--- config.mk ---
export PLATFORM = sky130hd
export DESIGN_NAME = lzss_ctrl
export DESIGN_NICKNAME = d
export VERILOG_FILES = /design/src/lzss_pkg.sv /design/src/lzss_ctrl.sv
export SDC_FILE = /design/constraint.sdc
export NUM_CORES = 1
export LEC_CHECK = 0
export BUFFER_PORTS_ARGS = -buffer_cell sky130_fd_sc_hd__buf_2
export CORE_AREA = 2 2 39 41
export DETAILED_ROUTE_END_ITERATION = 10
export DIE_AREA = 0 0 41 43
export PLACE_DENSITY_LB_ADDON = 0.08
export SLEW_MARGIN = 20
export SYNTH_ARGS = -nofsm -noshare
export SYNTH_HDL_FRONTEND = slang
export SYNTH_SLANG_ARGS = --single-unit
--- constraint.sdc ---
create_clock -name clk -period 0.9 [get_ports clk]
set_input_delay 0.045 -clock clk [delete_from_list [all_inputs] [get_ports clk]]
set_output_delay 0.045 -clock clk [all_outputs]
set_load 0.05 [all_outputs]
--- src/lzss_pkg.sv ---
package lzss_pkg;

  // default sizes
  localparam int HISTORY_BITS_DEF = 12;
  localparam int LENGTH_BITS_DEF  = 4;
  localparam int MIN_MATCH_DEF    = 3;

  // commands from controller to datapath
  typedef struct packed {
    logic lit_go;    // literal request taken: emit byte, append to ring
    logic match_go;  // match request taken: latch position and length
    logic rd_en;     // issue one ring read for the current match
    logic wr_en;     // append one staged byte to the ring
  } lzss_cmd_t;

  // status from datapath to controller
  typedef struct packed {
    logic slot_free;  // output register free this cycle
    logic pending;    // ring read data waiting to be moved to output
    logic load;       // read data moves to output this cycle
    logic rd_more;    // match reads still to issue
    logic ld_last;    // final byte of the match moves to output
    logic wr_last;    // final staged byte is being appended
  } lzss_stat_t;

endpackage

--- src/lzss_ctrl.sv ---
module lzss_ctrl (
  input  logic                 clk,
  input  logic                 rst,
  input  logic                 in_valid,
  output logic                 in_ready,
  input  logic                 cmd,
  input  lzss_pkg::lzss_stat_t stat,
  output lzss_pkg::lzss_cmd_t  ctl
);

  localparam logic [1:0] ST_IDLE  = 2'd0;
  localparam logic [1:0] ST_READ  = 2'd1;
  localparam logic [1:0] ST_WRITE = 2'd2;

  localparam logic CMD_MATCH = 1'b1;

  logic [1:0] state;
  logic [1:0] state_next;

  // next state and command decode
  always_comb begin
    state_next = state;
    in_ready   = 1'b0;
    ctl        = '0;
    unique case (state)
      ST_IDLE: begin
        in_ready = stat.slot_free;
        if (in_valid && stat.slot_free) begin
          if (cmd == CMD_MATCH) begin
            ctl.match_go = 1'b1;
            state_next   = ST_READ;
          end else begin
            ctl.lit_go = 1'b1;
          end
        end
      end
      ST_READ: begin
        ctl.rd_en = stat.rd_more && (!stat.pending || stat.load);
        if (stat.ld_last) begin
          state_next = ST_WRITE;
        end
      end
      ST_WRITE: begin
        ctl.wr_en = 1'b1;
        if (stat.wr_last) begin
          state_next = ST_IDLE;
        end
      end
      default: begin
        state_next = ST_IDLE;
      end
    endcase
  end

  always_ff @(posedge clk) begin
    if (rst) begin
      state <= ST_IDLE;
    end else begin
      state <= state_next;
    end
  end

endmodule

; ---- Word-level counts from Yosys, hierarchy flattened
; Cells that the tools add are included.
[word_totals]
reg_bits = 2
out_inout_bits = 5
word_cells = 25
[classes]
n_eq_ne = 6
n_mux = 12
n_reduce_logical = 6
[ops]
columns = op, n
row1 = $mux W2, 6
row2 = $ne A2 B2 Y1 const B, 4
row3 = $pmux W2 S3, 1
row4 = $mux W1, 5
row5 = $reduce_and A4 Y1, 1
row6 = $eq A2 B1 Y1 const B, 1
row7 = $eq A2 B2 Y1 const B, 1
row8 = $logic_and A1 B1 Y1, 2
row9 = $logic_not A2 Y1, 1
row10 = $logic_not A1 Y1, 1
row11 = $logic_or A1 B1 Y1, 1

; ---- Longest topological paths before layout
; Gate-level depths: netlist (run 1).
[depth]
word_depth = 4
ltp_mapped = 2
mapped_depth_nobuf = 2

; ---- Worst setup path before layout (run 1)
; Ideal clock, no wire load.
[synth_path]
kind = register -> output
startpoint = register state[1]
endpoint = output ctl[2] (netlist bit)
t_arrival_ns = 2.143
required_time_ns = 0.855
path_slack_ns = -1.288
path_stages_with_launch = 3
path_buffers = 0
cell_sequence = dfxtp_1 -> nor3b_1 -> and3_1
[synth_lines]
columns = item, line_no
row1 = "start, declared", lzss_ctrl.sv:17  ; logic [1:0] state;
row2 = "start signal, assigned", lzss_ctrl.sv:59  ; state <= state_next;
row3 = "end, declared", lzss_ctrl.sv:8  ; output lzss_pkg::lzss_cmd_t ctl

==> metrics.cfg, run 1 <==
[yosys]
yosys.area.top_type_share = 0.299
synth_top_area_cell = dfxtp_1
synthesis.nets = 26
ys_seq_area_frac = 0.299
synthFlopType = dfxtp_1
synth_cell_types = 13
synth-edff-count = 0
synth_commonest_cells = 2 x a21oi_1, 2 x dfxtp_1, 2 x nand3b_1
synth_seq_cells = 2
synthArstFlopShare = 0
netlist_instances = 16
netlist_area_sq_um = 134
syn_avg_cell_area_sq_um = 8.37
yosysWarnings = 0
synth_area_leaders = dfxtp_1 30%, nand3b_1 11%, nand4bb_1 8.4%

[power_and_ir_drop]
power.leakage_nw = 0.149
ir_drop_mv = 0.495
power.density_nw_per_um2 = 1130
power.total_uw = 406

[cells_and_area]
largest_reg_flops = 2
stdcell_count = 52
nFillCells = 161
fin_util = 0.259
finalNetCount = 48
diodes = 0
top_regs = state (2)
register_area_sq_um = 47.5
drive_gt1_frac = 0.722
syn_to_final_growth_pct = 168
largest-register = state
design_area_sq_um = 359
multi_input_area_sq_um = 141

[status]
outcome = complete, but fails checks
violations = negative setup slack

[timing]
finalMaxSlewViolations = 0
period_needed_ps = 1150
hold_violations = 0
finClkSkew_ps = 4.15
relSlewSlack = 0.835
finalCritPeriodShare = 1.28
setup_ws_ps = -249
timing.fmax_mhz = 870
worst_pin_slew_ps = 249
finalSetupViolCount = 7
rsz0062_at_grt = yes

[floorplanning]
coreArea_sq_um = 1380
dieWidth_um = 41
die_area_sq_um = 1760
rows = 14
fp.dieH_um = 43
top_level_ports = 15
initial_core_util = 0.0967

[detailed_routing]
drt-pass1-iter-count = 2
via_per_inst = 3.87
drc = 0
avgRoutedWirePerCell_um = 9.54
wirelength_um = 496
num_vias = 201
drtAntennaViolNets = 0
drt_iter0_drc = 2

[global_routing]
grt_overflow_total = 0
grt_pass1_vias = 212
antenna_found_initial = 0
grt_use_total = 0.0741
grt_max_degree = 8
grt_pass1_wl_um = 814

[clocking]
path_clk_slew_ps = 30
insertion_delay_ps = 220
clk_path_buf_depth = 2
cts_buffers = 3
cts_tree = done
cts-root-buf = clkbuf_4
htree_levels = 1
cts_sinks = 2

[setup_path]
path_cells = nor3b_4 -> and3_4 -> buf_8
cp-start-kind = register
crit_path_top_delay_cell = dfxtp_4
end_kind = output pin
required_ps = 850
cp_num_buf_inv = 1
slowest_delay_ps = 350
crit_fanout = 5
crit_type = reg -> out
worstPathArrival_ps = 1100
cp_top_family = simple AND/OR/NAND/NOR gates

[worst_hold_path]
hp-class = in -> reg

[placed_design]
dp_hpwl_um = 360
dp_cells = 47
place.gp.congestion = 0.594
port_buffers = 14
dpl_cell_area_sq_um = 268

[run]
cap_violations = 0

[layout by cell type (no fill, tap or decap), types with 2 or more instances in the layout]
master | synthesis | routed
buf_2 | 0 | 10
buf_4 | 0 | 2
buf_6 | 0 | 3
clkbuf_4 | 0 | 3
dfxtp_4 | 0 | 2
nand3b_1 | 2 | 2
[routing by layer]
metal | up-vias | track usage | routed length, um
met5 | - | 0 | 0
met3 | 0 | 0.0471 | 44
met2 | 7 | 0.0938 | 253
li1 | 100 | - | -
met4 | 0 | 0.0800 | 0
met1 | 94 | 0.0735 | 198
[final cells by class]
cell class,count,area share
Inverter,1,0.0105
Clock buffer,3,0.0627
Timing Repair Buffer,17,0.345
Multi-Input combinational cell,13,0.394
Sequential cell,2,0.132
Tap cell,16,0.0557
[final timing paths]
check | startpoint | to | slack, ps | cells after the start
setup reg to reg | state[1] | state[0] | -240 | 3
setup / recovery | state[1] | ctl[2] | -250 | 3
hold / removal | stat[0] | state[1] | 70 | 3
hold reg to reg | state[0] | state[1] | 540 | 2
[stage by stage]
step | setup WS (ps) | hold WS, ps | setup TNS (ps)
after floorplan | -382 | 114 | -820
after global placement | -147 | 231 | -604
after detailed placement | -154 | 230 | -651
after CTS | -268 | 71.2 | -1400
after global routing | -319 | 85.5 | -1680
final | -249 | 73.9 | -1300
[worst min-delay path: cells and delay by family]
kind | cells | cell delay, ps
and+or+nand+nor | 1 | 90
buffers and inverters | 1 | 70
AOI/OAI and AO/OA | 1 | 50
[cell families after synthesis]
kind of cell    share of synthesized area
compound gates                      0.112
buf+inv                            0.0280
flops                               0.299
simple gates                        0.561
[power by group]
part	leakage (nW)	switching (mW)	internal [mW]	total, mW
logic	0.117	0.0616	0.0557	0.117
clock network	0.0138	0.0478	0.147	0.195
registers	0.0178	0.00550	0.0882	0.0937
[timing repair]
item	CTS	global route
setup endpoints to repair	7	7
endpoints found under the hold margin	1	0
pin swaps	4	0
setup buffers	1	0
hold buffers	1	0
gates resized for setup	12	1
Power figures use the tool's default switching activity.
==> run 2, diff against run 1 <==
--- a/config.mk
+++ b/config.mk
@@ -7,6 +7,7 @@
 export LEC_CHECK = 0
 export BUFFER_PORTS_ARGS = -buffer_cell sky130_fd_sc_hd__buf_2
 export CORE_AREA = 2 2 39 41
+export CTS_CLUSTER_SIZE = 25
 export DETAILED_ROUTE_END_ITERATION = 10
 export DIE_AREA = 0 0 41 43
 export PLACE_DENSITY_LB_ADDON = 0.08
==> constraint.sdc (replaced) <==
create_clock -name clk -period 1 [get_ports clk]
set_input_delay 0.05 -clock clk [delete_from_list [all_inputs] [get_ports clk]]
set_output_delay 0.05 -clock clk [all_outputs]
set_load 0.05 [all_outputs]
==> metrics.cfg, run 2 (synthesized netlist as in run 1, its figures left out) <==
[cells_and_area]
syn_to_final_growth_pct = 179
layout_common_cells = 9 x buf_2, 3 x clkbuf_4, 3 x buf_6
layout_commonest_cell = buf_2
largest_reg_flops = 2  ; unchanged
fin_util = 0.269  ; +0.00994
finalNetCount = 48  ; unchanged
stdcell_count = 52  ; unchanged
drive_gt1_frac = 0.750  ; +0.0278
top_regs = state (2)
diodes = 0  ; unchanged
largest-register = state

[power_and_ir_drop]
swShare = 0.279  ; -0.00468
ir_drop_mv = 0.305  ; -38%
power.density_nw_per_um2 = 1010  ; -11%
power.total_uw = 375  ; -7.5%
seqPwrFrac = 0.225  ; -0.006
switching_power_uw = 105  ; -9.1%
internal_power_uw = 271  ; -6.9%
comb_power_share = 0.311  ; +0.022
power.leakage_nw = 0.151  ; +1.9%
power_frac_clock = 0.464  ; -0.016

[clocking]
htree_levels = 1  ; unchanged
cts_tree = done
path_clk_slew_ps = 30  ; about the same
cts_sinks = 2  ; unchanged
cts-root-buf = clkbuf_4
clk_path_buf_depth = 2  ; unchanged
cts_buffers = 3  ; unchanged
insertion_delay_ps = 220  ; about the same

[placed_design]
place.gp.congestion = 0.600  ; +1.0%
post-place-ws_ps = -78.9  ; +75.1 ps
port_buffers = 14  ; unchanged
dp_hpwl_um = 358  ; -0.64%
dp_cells = 47  ; unchanged

[setup_path]
cp-start-kind = register
worstPathArrival_ps = 1120  ; +20 ps
cp_top_family = simple AND/OR/NAND/NOR gates
cp_num_buf_inv = 1  ; unchanged
slowest_delay_ps = 360  ; about the same
crit_type = reg -> out
path_cells = nor3b_4 -> and3_4 -> buf_8
crit_path_top_delay_cell = dfxtp_4
required_ps = 950  ; +100 ps
end_kind = output pin
crit_fanout = 7  ; +2

[floorplanning]
top_level_ports = 15  ; unchanged
coreArea_sq_um = 1380  ; unchanged
rows = 14  ; unchanged
dieWidth_um = 41  ; unchanged
initial_core_util = 0.0967  ; unchanged
fp.dieH_um = 43  ; unchanged
die_area_sq_um = 1760  ; unchanged

[worst_hold_path]
hp-class = in -> reg

[detailed_routing]
num_vias = 197  ; -2.0%
via_per_inst = 3.79  ; -2.0%
drt_iter0_drc = 5  ; +3
wirelength_um = 473  ; -4.6%
avgRoutedWirePerCell_um = 9.10  ; -4.6%
drt-pass1-iter-count = 2  ; unchanged
drc = 0  ; unchanged
drtAntennaViolNets = 0  ; unchanged

[run]
cap_violations = 0  ; unchanged

[global_routing]
grt_overflow_total = 0  ; unchanged
grt_pass1_wl_um = 828  ; +1.7%
grt_pass1_vias = 215  ; +1.4%
antenna_found_initial = 0  ; unchanged
grt_max_degree = 8  ; unchanged
grt_use_total = 0.0711  ; -0.00308

[timing]
setup_tns_ps = -514  ; +788 ps
setup_ws_ps = -168  ; +81.1 ps
finClkSkew_ps = 2.06  ; -2.09 ps
rsz0062_at_grt = yes
relSlewSlack = 0.903  ; +0.0673
timing.fmax_mhz = 856
finalCritPeriodShare = 1.17
period_needed_ps = 1170
worst_pin_slew_ps = 146  ; -103 ps
finalSetupViolCount = 5  ; -2
hold_violations = 0  ; unchanged
finalMaxSlewViolations = 0  ; unchanged

[status]
violations = negative setup slack
outcome = complete, but fails checks

## run 2: repair_timing
item | in CTS | in global routing
gates resized for setup | 12 | 7
hold buffers | 1 | 0
buffers inserted | 0 | 1
endpoints found under the hold margin | 1 | 0
pin swaps | 2 | 4
setup endpoints to repair | 7 | 7
## run 2: stage by stage
step	area [sq um]	hold slack [ps]
global route	373	99.5
detailed placement	267	245
CTS	345	80.4
global placement	267	241
floorplan	169	119
finish	373	101
## run 2: worst register-to-register path: stages, from the launching register on
cell	delay (ps)
dfxtp_4	350
or4b_1	500
o21ai_1	80
## run 2: path summary, 6_finish.rpt
check	slack (ps)	from	to	cells after the start
max	-170	state[0]	ctl[2]	3
min reg2reg	550	state[0]	state[1]	2
max reg2reg	-10	state[1]	state[0]	2
min	100	stat[1]	state[0]	3
## run 2: power groups by stage
| stage | clock network [mW] | registers (mW) | logic, mW |
|---|---|---|---|
| finish | 0.174 | 0.0843 | 0.117 |
| CTS | 0.188 | 0.0868 | 0.104 |
| global placement | 0 | 0.0886 | 0.0864 |
| global route | 0.198 | 0.0851 | 0.125 |
| detailed placement | 0 | 0.0889 | 0.0867 |
| floorplan | 0 | 0.0876 | 0.0525 |
## run 2: per-layer routing
metal	share of wire	vias to the layer above	track usage
met3	0.074	0	0.0314
met1	0.39	89	0.0860
met4	0	0	0.0600
li1	-	101	-
met5	0	-	0
met2	0.54	7	0.0906
## run 2: final cells by class
cell class | instances | area [sq um]
Clock buffer | 3 | 22.5
Fill cell | 160 | 1010
Inverter | 1 | 3.75
Multi-Input combinational cell | 13 | 145
Sequential cell | 2 | 47.5
Tap cell | 16 | 20.0
Timing Repair Buffer | 17 | 134
==> run 3, diff against run 2 <==
--- a/config.mk
+++ b/config.mk
@@ -5,13 +5,15 @@
 export SDC_FILE = /design/constraint.sdc
 export NUM_CORES = 1
 export LEC_CHECK = 0
+export ABC_AREA = 1
 export BUFFER_PORTS_ARGS = -buffer_cell sky130_fd_sc_hd__buf_2
 export CORE_AREA = 2 2 39 41
 export CTS_CLUSTER_SIZE = 25
 export DETAILED_ROUTE_END_ITERATION = 10
 export DIE_AREA = 0 0 41 43
-export PLACE_DENSITY_LB_ADDON = 0.08
+export PLACE_DENSITY_LB_ADDON = 0.3
 export SLEW_MARGIN = 20
 export SYNTH_ARGS = -nofsm -noshare
 export SYNTH_HDL_FRONTEND = slang
 export SYNTH_SLANG_ARGS = --single-unit
+export TNS_END_PERCENT = 10
==> metrics.cfg, run 3 <==
[status]
outcome = complete, but fails checks
violations = negative setup slack

[setup_path]
cp_num_buf_inv = 2  ; +1
required_ps = 950  ; about the same
crit_fanout = 4  ; -3
cp-start-kind = register
cp_top_family = flip-flops
path_depth = 4  ; +1
rr_endpoint = state[0]
crit_type = reg -> out
slowest_delay_ps = 290  ; -70 ps
setup.worst_path.end = ctl[3]
worstReg2RegStart = state[0]
end_kind = output pin
crit_path_top_delay_cell = dfxtp_1
regToRegSetupSlack_ps = 210  ; +220 ps
r2r_cells = 5  ; +3
startpoint = state[1]
path_cells = inv_2 -> nand2_4 -> nor3_4 -> buf_6
worstPathArrival_ps = 990  ; -130 ps

[timing]
worst_hold_slack_ps = 86.3  ; -14.8 ps
relSlewSlack = 0.859  ; -0.0441
period_needed_ps = 1040  ; -128 ps
setup_ws_ps = -39.9  ; +128 ps
finalSetupViolCount = 3  ; -2
hold_violations = 0  ; unchanged
finalCritPeriodShare = 1.04  ; -0.128
rsz0062_at_grt = yes
timing.fmax_mhz = 962  ; +12%
worst_pin_slew_ps = 210  ; +64.1 ps
finalMaxSlewViolations = 0  ; unchanged
finClkSkew_ps = 0.652  ; -1.40 ps

[clocking]
cts-root-buf = clkbuf_4
insertion_delay_ps = 220  ; about the same
htree_levels = 1  ; unchanged
path_clk_slew_ps = 30  ; about the same
cts_buffers = 3  ; unchanged
clk_path_buf_depth = 2  ; unchanged
cts_tree = done
cts_sinks = 2  ; unchanged

[placed_design]
post-place-ws_ps = 102  ; +181 ps
place.gp.congestion = 0.601  ; +0.22%
port_buffers = 14  ; unchanged
dp_hpwl_um = 329  ; -8.0%

[cells_and_area]
nFillCells = 160  ; unchanged
finalNetCount = 54  ; +13%
syn_to_final_growth_pct = 119
layout_common_cells = 9 x buf_2, 5 x nor2_2, 3 x inv_1, 3 x clkbuf_4, 3 x buf_6
drive_gt1_frac = 0.714  ; -0.0357
multi_input_area_sq_um = 108  ; -26%
layout_commonest_cell = buf_2
largest-register = state
diodes = 0  ; unchanged
register_area_sq_um = 41.3  ; -13%
top_regs = state (2)
largest_reg_flops = 2  ; unchanged

[global_routing]
grt_overflow_total = 0  ; unchanged
grt_max_degree = 5  ; -3
grt_pass1_vias = 187  ; -13%
grt_use_total = 0.0541  ; -0.0170
grt_pass1_wl_um = 545  ; -34%
antenna_found_initial = 0  ; unchanged

[floorplanning]
top_level_ports = 15  ; unchanged
fp.dieH_um = 43  ; unchanged
coreArea_sq_um = 1380  ; unchanged
initial_core_util = 0.108  ; +0.0118
rows = 14  ; unchanged
dieWidth_um = 41  ; unchanged
die_area_sq_um = 1760  ; unchanged

[yosys]
netlist_area_sq_um = 150  ; +12%
netlist_instances = 23  ; +7
synth_commonest_cells = 4 x nor2_2, 3 x inv_1, 3 x nand2_1
synth_seq_cells = 2  ; unchanged
yosys.area.top_type_share = 0.267  ; -0.0324
syn_avg_cell_area_sq_um = 6.53  ; -22%
synth_top_area_cell = dfxtp_1
synthesis.nets = 33  ; +27%
ys_seq_area_frac = 0.267  ; -0.0324
synthArstFlopShare = 0  ; unchanged
synth_area_leaders = dfxtp_1 27%, nor2_2 17%, inv_1 7.5%
synthFlopType = dfxtp_1
synth_cell_types = 12  ; -1
synth-edff-count = 0  ; unchanged
yosysWarnings = 0  ; unchanged
synthMostInstantiatedCell = nor2_2

[detailed_routing]
num_vias = 206  ; +4.6%
avgRoutedWirePerCell_um = 6.86  ; -25%
via_per_inst = 3.55  ; -6.2%
drt-pass1-iter-count = 2  ; unchanged
wirelength_um = 398  ; -16%
drc = 0  ; unchanged
drtAntennaViolNets = 0  ; unchanged
drt_iter0_drc = 2  ; -3

[run]
cap_violations = 0  ; unchanged

[power_and_ir_drop]
ir_drop_mv = 0.357  ; +17%
power.leakage_nw = 0.158  ; +4.2%
power.density_nw_per_um2 = 1110  ; +11%

[worst_hold_path]
hp-class = in -> reg
holdPathStages = 4  ; +1

run 3: changes by cell type in the layout (fill, tap and decap cells not counted), sizes merged, moves of 2 or more:
cell	delta
nand3b	-2
nor2	+6
nand2	+4
inv	+4
nand3	+2
run 3: logic make-up after synthesis:
logic type / Yosys count / share of synthesized area
simple gates: 14 / 0.542
buf+inv: 5 / 0.125
compound gates: 2 / 0.0666
flops: 2 / 0.267
run 3: through the flow:
stage | utilization | total power [mW] | cells | TNS [ps] | area, sq um
2_1_floorplan | - | 0.140 | 23 | -346 | 158
3_3_place_gp | 0.179 | 0.170 | 53 | 0 | 248
3_5_place_dp | 0.179 | 0.171 | 53 | 0 | 248
4_1_cts | 0.229 | 0.373 | 58 | -166 | 317
5_1_grt | 0.238 | 0.387 | 58 | -294 | 329
6_report | 0.238 | 0.366 | 58 | -119 | 329
run 3: worst min-delay path by stage:
stage / start / to / slack, ps
2_1_floorplan: rst / state[0] / 120
3_3_place_gp: rst / state[0] / 230
3_5_place_dp: rst / state[0] / 240
4_1_cts: stat[0] / state[1] / 80
5_1_grt: stat[0] / state[1] / 110
6_report: stat[0] / state[1] / 90
run 3: worst reg2reg max path, cell delays in order (launching register included):
cell and delay (ps):
dfxtp_2 350, inv_2 50, nand2_4 90, nor2_4 50, nor2_2 90, nor2_2 30
run 3: metal layers:
layer | GRT usage | routed length [um] | up-vias
li1 | - | - | 108
met5 | 0 | 0 | -
met2 | 0.0844 | 234 | 7
met4 | 0.0800 | 0 | 0
met1 | 0.0288 | 123 | 91
met3 | 0.0314 | 40 | 0
run 3: cell type report:
| cell class | instances | area share |
|---|---|---|
| clock buffer | 3 | 0.0684 |
| sequential | 2 | 0.125 |
| timing repair buffer | 16 | 0.361 |
| multi-input combinational | 16 | 0.327 |
| tap | 16 | 0.0608 |
| inverter | 5 | 0.0570 |
run 3: power by group:
part           internal (mW)  switching (mW)
registers             0.0832         0.00246
clock network          0.132          0.0436
logic                 0.0435          0.0610
run 3: repair_timing:
| action | CTS | global route |
|---|---|---|
| endpoints found under the setup margin | 5 | 4 |
| resized for setup | 10 | 3 |
| hold endpoints to repair | 1 | 0 |
| hold buffers | 1 | 0 |
| pin swaps | 0 | 1 |
| setup buffers | 1 | 0 |
